`config.mk`:
```
export PLATFORM = sky130hd
export DESIGN_NAME = sorted_value_table
export DESIGN_NICKNAME = d
export VERILOG_FILES = /design/src/rtl/core/svt_pkg.sv /design/src/rtl/core/svt_cmp.sv /design/src/rtl/core/sorted_value_table.sv
export SDC_FILE = /design/constraint.sdc
export NUM_CORES = 2
export LEC_CHECK = 0
export ABC_AREA = 1
export BUFFER_PORTS_ARGS = -buffer_cell sky130_fd_sc_hd__buf_4
export CORE_AREA = 3 3 594 596
export CTS_BUF_LIST = sky130_fd_sc_hd__clkbuf_4 sky130_fd_sc_hd__clkbuf_8 sky130_fd_sc_hd__clkbuf_16
export DETAILED_ROUTE_END_ITERATION = 8
export DIE_AREA = 0 0 597 599
export GPL_ROUTABILITY_DRIVEN = 0
export PLACE_DENSITY = 0.43
export SLEW_MARGIN = 20
export SYNTH_ARGS = -nofsm -noshare
export SYNTH_HDL_FRONTEND = slang
export SYNTH_HIERARCHICAL = 1
export SYNTH_SLANG_ARGS = --single-unit
```
`constraint.sdc`:
```
create_clock -name clk_i -period 4.1 [get_ports clk_i]
set_clock_uncertainty 0.1 [all_clocks]
set_input_delay 0.615 -clock clk_i [delete_from_list [all_inputs] [get_ports clk_i]]
set_output_delay 0.615 -clock clk_i [all_outputs]
set_load 0.02 [all_outputs]
```
`src/rtl/core/svt_pkg.sv`:
```
// Package for the sorted value table: command and result types, codes, defaults.
// No dependencies.
`default_nettype none

package svt_pkg;

  localparam int unsigned SVT_DEPTH = 64;

  typedef enum logic [1:0] {
    ACT_INSERT = 2'd0,
    ACT_REMOVE = 2'd1,
    ACT_READ   = 2'd2
  } action_e;

  typedef enum logic [1:0] {
    ST_OK        = 2'd0,
    ST_FULL      = 2'd1,
    ST_NOT_FOUND = 2'd2,
    ST_BAD_INDEX = 2'd3
  } status_e;

  typedef enum logic [2:0] {
    S_IDLE,
    S_INS_WALK,
    S_INS_LAST,
    S_REM_WALK,
    S_RD_WAIT
  } state_e;

  typedef struct packed {
    action_e            action;
    logic signed [31:0] value;
    logic [5:0]         index;
  } svt_req_t;

  typedef struct packed {
    status_e            status;
    logic signed [31:0] read_value;
    logic [6:0]         entry_count;
  } svt_rsp_t;

  typedef struct packed {
    logic gt;
    logic eq;
  } svt_cmp_t;

endpackage

`default_nettype wire

```
`src/rtl/core/svt_cmp.sv`:
```
// Shared signed comparator for the sorted value table walk.
// Depends on svt_pkg.
`default_nettype none

module svt_cmp (
  input  wire logic signed [31:0] a_i,
  input  wire logic signed [31:0] b_i,
  output svt_pkg::svt_cmp_t       res_o
);
  import svt_pkg::*;

  always_comb begin
    res_o.gt = (a_i > b_i);
    res_o.eq = (a_i == b_i);
  end

endmodule

`default_nettype wire

```
`src/rtl/core/sorted_value_table.sv`:
```
// Sorted value table top level: sequencer, entry memory and shared comparator.
// Depends on svt_pkg and svt_cmp.
//
// Holds up to DEPTH signed values in ascending order in a memory with one write
// port and one registered read port. A command is taken when start is high and
// busy is low; its result appears on rsp_o for exactly one cycle with done_o high
// and cannot be held off, so the receiver must take it in that cycle. Full-table
// inserts, inserts into an empty table, removes on an empty table, out-of-range
// reads and the unused action code answer the cycle after the command. A read waits
// in S_RD_WAIT for the registered read port and then answers. Any other insert walks
// down from the top entry, moving one entry per cycle through the comparator: it
// shifts up each stored entry greater than the value, writes the value into the gap
// (through S_INS_LAST when it lands in entry 0), and answers the cycle after that. A
// remove compacts the table in one pass over the stored entries, and answers the
// cycle after. The memory's one read and one write per cycle set this pace.
`default_nettype none

module sorted_value_table #(
  parameter int unsigned DEPTH = svt_pkg::SVT_DEPTH
) (
  input  wire logic          clk_i,
  input  wire logic          rst_ni,
  input  wire logic          start,
  output logic               busy,
  input  wire svt_pkg::svt_req_t req_i,
  output svt_pkg::svt_rsp_t  rsp_o,
  output logic               done_o
);
  import svt_pkg::*;

  localparam int unsigned AW = (DEPTH > 1) ? $clog2(DEPTH) : 1;
  localparam int unsigned CW = $clog2(DEPTH + 1);
  localparam int unsigned IW = 6;
  localparam int unsigned XW = (CW > IW) ? CW : IW;

  state_e             state_q, state_d;
  logic signed [31:0] val_q, val_d;
  logic [CW-1:0]      ptr_q, ptr_d;
  logic [CW-1:0]      wr_q, wr_d;
  logic [CW-1:0]      cnt_q, cnt_d;
  svt_rsp_t           rsp_q, rsp_d;
  logic               done_q, done_d;

  logic signed [31:0] mem_q [DEPTH];
  logic signed [31:0] rdata_q;
  logic               mem_we;
  logic [AW-1:0]      waddr;
  logic signed [31:0] wdata;
  logic [AW-1:0]      raddr;

  svt_cmp_t           cmp;
  logic               full;
  logic               empty;
  logic               idx_ok;
  logic               walk_last;

  svt_cmp u_cmp (
    .a_i   (rdata_q),
    .b_i   (val_q),
    .res_o (cmp)
  );

  assign full      = (cnt_q == CW'(DEPTH));
  assign empty     = (cnt_q == '0);
  assign idx_ok    = (XW'(req_i.index) < XW'(cnt_q));
  assign walk_last = (ptr_q == cnt_q - CW'(1));

  always_comb begin
    state_d = state_q;
    case (state_q)
      S_IDLE: begin
        if (start) begin
          case (req_i.action)
            ACT_INSERT: if (!full && !empty) state_d = S_INS_WALK;
            ACT_REMOVE: if (!empty) state_d = S_REM_WALK;
            ACT_READ:   if (idx_ok) state_d = S_RD_WAIT;
            default:    state_d = S_IDLE;
          endcase
        end
      end
      S_INS_WALK: begin
        if (!cmp.gt) begin
          state_d = S_IDLE;
        end else if (ptr_q == CW'(1)) begin
          state_d = S_INS_LAST;
        end
      end
      S_INS_LAST: state_d = S_IDLE;
      S_REM_WALK: if (walk_last) state_d = S_IDLE;
      S_RD_WAIT:  state_d = S_IDLE;
      default:    state_d = S_IDLE;
    endcase
  end

  always_comb begin
    mem_we = 1'b0;
    waddr  = '0;
    wdata  = val_q;
    raddr  = '0;
    val_d  = val_q;
    ptr_d  = ptr_q;
    wr_d   = wr_q;
    cnt_d  = cnt_q;
    rsp_d  = rsp_q;
    done_d = 1'b0;
    case (state_q)
      S_IDLE: begin
        if (start) begin
          val_d = req_i.value;
          rsp_d.read_value = '0;
          rsp_d.status     = ST_OK;
          case (req_i.action)
            ACT_INSERT: begin
              if (full) begin
                rsp_d.status = ST_FULL;
                done_d       = 1'b1;
              end else if (empty) begin
                mem_we = 1'b1;
                wdata  = req_i.value;
                cnt_d  = cnt_q + CW'(1);
                done_d = 1'b1;
              end else begin
                ptr_d = cnt_q;
                raddr = AW'(cnt_q - CW'(1));
              end
            end
            ACT_REMOVE: begin
              if (empty) begin
                rsp_d.status = ST_NOT_FOUND;
                done_d       = 1'b1;
              end else begin
                ptr_d = '0;
                wr_d  = '0;
              end
            end
            ACT_READ: begin
              if (idx_ok) begin
                raddr = AW'(req_i.index);
              end else begin
                rsp_d.status = ST_BAD_INDEX;
                done_d       = 1'b1;
              end
            end
            default: done_d = 1'b1;
          endcase
        end
      end
      S_INS_WALK: begin
        mem_we = 1'b1;
        waddr  = AW'(ptr_q);
        if (cmp.gt) begin
          wdata = rdata_q;
          ptr_d = ptr_q - CW'(1);
          raddr = AW'(ptr_q - CW'(2));
        end else begin
          cnt_d  = cnt_q + CW'(1);
          done_d = 1'b1;
        end
      end
      S_INS_LAST: begin
        mem_we = 1'b1;
        cnt_d  = cnt_q + CW'(1);
        done_d = 1'b1;
      end
      S_REM_WALK: begin
        if (!cmp.eq) begin
          mem_we = 1'b1;
          waddr  = AW'(wr_q);
          wdata  = rdata_q;
          wr_d   = wr_q + CW'(1);
        end
        ptr_d = ptr_q + CW'(1);
        raddr = AW'(ptr_q + CW'(1));
        if (walk_last) begin
          done_d = 1'b1;
          if (wr_d == cnt_q) begin
            rsp_d.status = ST_NOT_FOUND;
          end else begin
            cnt_d = wr_d;
          end
        end
      end
      S_RD_WAIT: begin
        rsp_d.read_value = rdata_q;
        done_d           = 1'b1;
      end
      default: done_d = 1'b0;
    endcase
    rsp_d.entry_count = 7'(cnt_d);
  end

  always_ff @(posedge clk_i or negedge rst_ni) begin
    if (!rst_ni) begin
      state_q <= S_IDLE;
      cnt_q   <= '0;
      done_q  <= 1'b0;
    end else begin
      state_q <= state_d;
      cnt_q   <= cnt_d;
      done_q  <= done_d;
    end
  end

  always_ff @(posedge clk_i) begin
    val_q <= val_d;
    ptr_q <= ptr_d;
    wr_q  <= wr_d;
    rsp_q <= rsp_d;
  end

  always_ff @(posedge clk_i) begin
    if (mem_we) begin
      mem_q[waddr] <= wdata;
    end
    rdata_q <= mem_q[raddr];
  end

  assign busy   = (state_q != S_IDLE);
  assign rsp_o  = rsp_q;
  assign done_o = done_q;

endmodule

`default_nettype wire

```
After elaboration in Yosys (flattened, before gate mapping)
Memory sizes are Yosys's and may differ from the RTL's. A register that Yosys moved wholly into a read port is not among the register bits. Index checks and enable logic that the tools add are counted.

Add/sub/neg operators: 6. Multiply operators: 0. Divide/modulo/power cells: 0. $lt $le $gt $ge: 2. Equal/unequal tests: 24. Shifts and indexed selects: 0. Multiplexer cells: 69. Bitwise gates (word level): 0. Reductions and logical operators: 18.

Operator list (count): 32-bit 2-to-1 mux (6); 7-bit 2-to-1 mux (16); 32-bit one-hot mux with 3 select lines (1); 32-bit one-hot mux with 2 select lines (1); 6-bit 2-to-1 mux (6); 34-bit 2-to-1 mux (1); 32-bit == test (1); 32-bit > comparator (1); 7-bit one-hot mux with 2 select lines (2); 7-bit one-hot mux with 4 select lines (1); 6-bit one-hot mux with 2 select lines (2); 7-bit by 1-bit adder with 7-bit output, second input constant (3); 3-bit 2-to-1 mux (7); 7-bit one-hot mux with 3 select lines (1); 3-bit != test, second input constant (6); 3-bit one-hot mux with 3 select lines (2); 6-bit one-hot mux with 3 select lines (1); 7-bit == test (2); 7-bit by 1-bit subtractor with 7-bit output, second input constant (2); 1-bit 2-to-1 mux (13); 2-bit != test, second input constant (5); 2-bit 2-to-1 mux (4); 4-bit AND reduction (2); 7-bit by 1-bit == test with 1-bit output, second input constant (1); 25 further kinds (32).

Flip-flop bits (word level): 98. Bits in latches: 0. Memory bits (writable): 2048. Memory bits (read-only): 0. Bits of input ports: 43. Output and inout port bits: 43. Word-level logic and storage cells: 129. Memories: 1.

Memory list: mem_q (words 64, width 32, read ports 1, clocked after memory_dff 1, wr ports 1, RTL line sorted_value_table.sv:44) `logic signed [31:0] mem_q [DEPTH];`.

Longest topological paths before layout
Word-level depth: 8. Mapped depth: 28. Mapped depth without buffers: 26.

Cells and area by module
Netlist, hierarchy kept.

By module, submodules not included: sorted_value_table (times used 1, cells each 8814, area an instance 96493.8 um2, sequential area each 64957.3 um2); svt_cmp (times used 1, cells each 141, area an instance 874.6 um2, sequential area each 0.0 um2).

Worst setup path before layout
Ideal clock, no wire load.

Kind: register to register. From: reg val_q[31]. To: mem mem_q[0][0] (data pin). Setup time: 542 ps. Data arrival time: 3787 ps. Data required time: 3458 ps. Path slack: -330 ps. Stages on the path, launching flop included: 14. Buffers on the path: 1. Clock period less this slack: 4430 ps. Path through: edfxtp_1 -> inv_1 -> ha_1 -> nand2_2 -> nor3_2 -> and3_1 -> and3b_2 -> a21oi_2 -> nor2_1 -> inv_1 -> o211ai_1 -> a21oi_1 -> clkbuf_1 -> o211ai_1.

RTL lines: from (decl) (RTL line sorted_value_table.sv:37) `logic signed [31:0] val_q, val_d;`; from (signal assigned) (RTL line sorted_value_table.sv:205) `val_q <= val_d;`; to (decl) (RTL line sorted_value_table.sv:44).

==> impl_results.md <==
* Row cnt at 217
* Antenna violations before repair at 11
* CTS sink count at 2178
* Compound-Gate Fraction of Synth Area at 0.00894
* Multi-input gate area at 25700 µm²
* Main synth FF type: edfxtp_1
* Sequential area share after synthesis at 0.667
* CTS root buffer: clkbuf_16
* Worst Slack Setup Final at 65.5 ps
* Tot GR Track Use at 0.182
* Layout cells sized above 1 at 0.173
* Initial Utilization at 0.279
* Worst Setup End Kind: flop
* Largest net degree at the start of global routing at 65
* Post-synth EDFFs at 2128
* Simple-gate share of the synthesized area at 0.229
* Peak VDD IR at 633 µV
* Count of cell types in the netlist at 47
* Achievable frequency at 248 MHz
* Vias at 69500
* Ratio of final minimum period to clock period at 0.984
* Input/output buffers at 85
* Post-DP HPWL at 212 mm
* Post-synth top cells: nand3_1, edfxtp_1, inv_1, nand2_1, nand3b_1
* DRC errors left at 0
* Synth top area share at 0.656
* Die X at 597 µm
* Die Y at 599 µm
* Synth warnings at 6
* H-tree depth at 4
* Clk_lat worst skew at 920 ps
* Req. time, crit path at 4840 ps
* Register-to-register setup slack at 70 ps
* Vias/cell at 4.79
* Final Setup Violations at 0
* Largest family of logic cells by synthesized area: simple AND/OR/NAND/NOR gates
* Max-Cap Viols at 0
* First-pass GRT wire length at 485 mm
* Mux contribution to synthesized area at 0
* Critical path class: flop to flop
* Yosys reg bits at 2178
* Non-filler cells in the finished layout at 14500
* Outcome: finished clean
* Nets at 9789
* Hold Slack at 95.7 ps
* Post-synthesis adder-cell area fraction at 0.00617
* Syn Nets at 9046
* Maximum fanout along the worst path at 21
* Post-route ant nets at 0
* Yosys top cell by area: edfxtp_1
* Slew headroom at 0.373
* Cells after Synth at 8955
* Syn-to-layout area delta at 26.9%
* Most numerous cell in the Yosys netlist: nand3_1
* Crit path time final at 4030 ps
* Worst Setup Start Kind: flop
* Endpoints failing hold at 0
* Longest Clk Path Bufs at 4
* DRT Pass-1 Iters at 6
* CTS Buf Count at 248
* Syn avg cell area at 10.9 µm²
* Core Region at 349000 µm²
* Die Footprint at 358000 µm²
* Count of pins over their slew limit at 0
* DRT Wirelength at 339 mm
* Worst path most repeated cell: nand2_1
* Top post-synthesis cells by area: edfxtp_1, nand3_1, inv_1
* DR iter-0 viols at 6351
* Crit path DAT at 4770 ps
* Vias in the first global route at 67700
* Worst-margin pin slew at 934 ps
* Slowest CP cell: dfxtp_4
* Post-synthesis cell area at 97400 µm²
* Ys async rst share at 0.00505
* Clk slew on worst S/H paths at 60 ps
* Hold Path Class: input port to flop
* Pwr/cell area at 896 nW/µm²
* Leak pwr at 48.7 nW
* Max stage delay on crit path at 390 ps
* Fillers at 34500
* Placed cells at 13900
* Grt total ovfl at 0
* Sequential cell area at 65000 µm²
* IO Count at 86
* XOR/XNOR share of the synthesized area at 0.00180
* Unrepaired setup endpoints after global routing: true
* CTS tree: yes
* Placement Setup Slack at -717 ps
* Post-DR wirelength/cell at 23.3 µm
## cells in the final DEF, fill, tap and decap left out, types with 6 or more instances in the layout
cell / n
a21oi_1: 31
buf_12: 326
buf_16: 23
buf_4: 612
buf_6: 27
buf_8: 7
bufinv_16: 24
clkbuf_16: 274
clkbuf_4: 50
clkbuf_8: 13
clkinv_1: 56
clkinv_2: 43
clkinvlp_4: 12
dfrtp_1: 11
dfxtp_1: 27
dfxtp_2: 9
dlygate4sd3_1: 36
edfxtp_1: 2128
ha_1: 43
inv_1: 1508
inv_2: 16
nand2_1: 1356
nand2_2: 12
nand2_4: 10
nand3_1: 2079
nand3_2: 95
nand3_4: 44
nand3b_1: 705
nand4_1: 6
nor2_1: 85
nor2_2: 9
nor2_4: 65
nor3_1: 9
o211ai_1: 40
o21ai_0: 22
o22ai_1: 7
xor2_1: 17
## stage by stage
stage / utilization / area [µm²] / power [W] / setup TNS (ps)
final: 0.355 / 124000 / 0.111 / 0
after global placement: 0.322 / 112000 / 0.0837 / -20200
after detailed placement: 0.322 / 112000 / 0.0837 / -15580
after CTS: 0.349 / 122000 / 0.109 / -19.8
after global routing: 0.355 / 124000 / 0.116 / -670
after floorplan: - / 97400 / 0.0564 / -318950
## sequential cells by signal, indices dropped and copies added, names as in the netlist, 3 cells and up
signal and flops:
state_q 3, rdata_q 32, cnt_q 7, mem_q 2048
wr_q 7, rsp_o 41, ptr_q 7, val_q 32
## layer usage
metal  global-route usage  routed length [µm]  up-vias
met3               0.0192               17900      471
li1                     -                   -    32000
met5                    0                  12        -
met2                0.296              157000     2031
met4               0.0433                7740        2
met1                0.260              156000    34900
## path summary, 6_finish.rpt
check	start	to	cells after the start
min in group asynchronous	rst_ni	cnt_q[1]$_DFF_PN0_	3
worst min register to register	state_q[0]$_DFFE_PN0P_	state_q[0]$_DFFE_PN0P_	2
worst max register to register	rdata_q[17]$_DFF_P_	rdata_q[31]$_DFF_P_	28
max in group asynchronous	rst_ni	cnt_q[6]$_DFF_PN0_	3
worst min-delay path	req_i[38]	done_o$_DFF_PN0_	5
worst max-delay path	rdata_q[17]$_DFF_P_	rdata_q[31]$_DFF_P_	28
## logic make-up after synthesis
group                      after synthesis
DFF                                   2178
buffers and inverters                 2094
AOI/OAI and AO/OA                      133
xor gates and xnor gates                20
and+or+nand+nor                       4482
adders and majority gates               48
## critical path: cells and delay by family (launching register included)
| kind | cells | cell delay (ps) |
|---|---|---|
| buf+inv | 7 | 1080 |
| compound gates | 3 | 400 |
| flops | 1 | 390 |
| simple gates | 17 | 1590 |
| fa+ha+maj | 1 | 300 |
## power by group
part           leakage, nW  switching [W]  internal [W]
Sequential            19.8       0.000764        0.0320
Combinational         24.9         0.0361        0.0195
Clock                 4.05        0.00919        0.0133
## final cells by class
| cell class | count | share of cell area |
|---|---|---|
| multi-input combinational | 4684 | 0.208 |
| clock inverter | 137 | 0.0102 |
| tap | 4599 | 0.0466 |
| inverter | 1530 | 0.0468 |
| sequential | 2178 | 0.526 |
| antenna | 5 | 0.000101 |
| clock buffer | 316 | 0.0557 |
| timing repair buffer | 1056 | 0.107 |
## what timing repair did
action                                 in CTS  in global routing
endpoints found under the hold margin      45                  0
pin swaps                                  10                 37
setup endpoints to repair                 185                322
setup buffers                              22                 36
gates resized for setup                   123                194
hold buffers                               36                  0
cloned                                      9                 22
(Power assumes the default switching activity.)
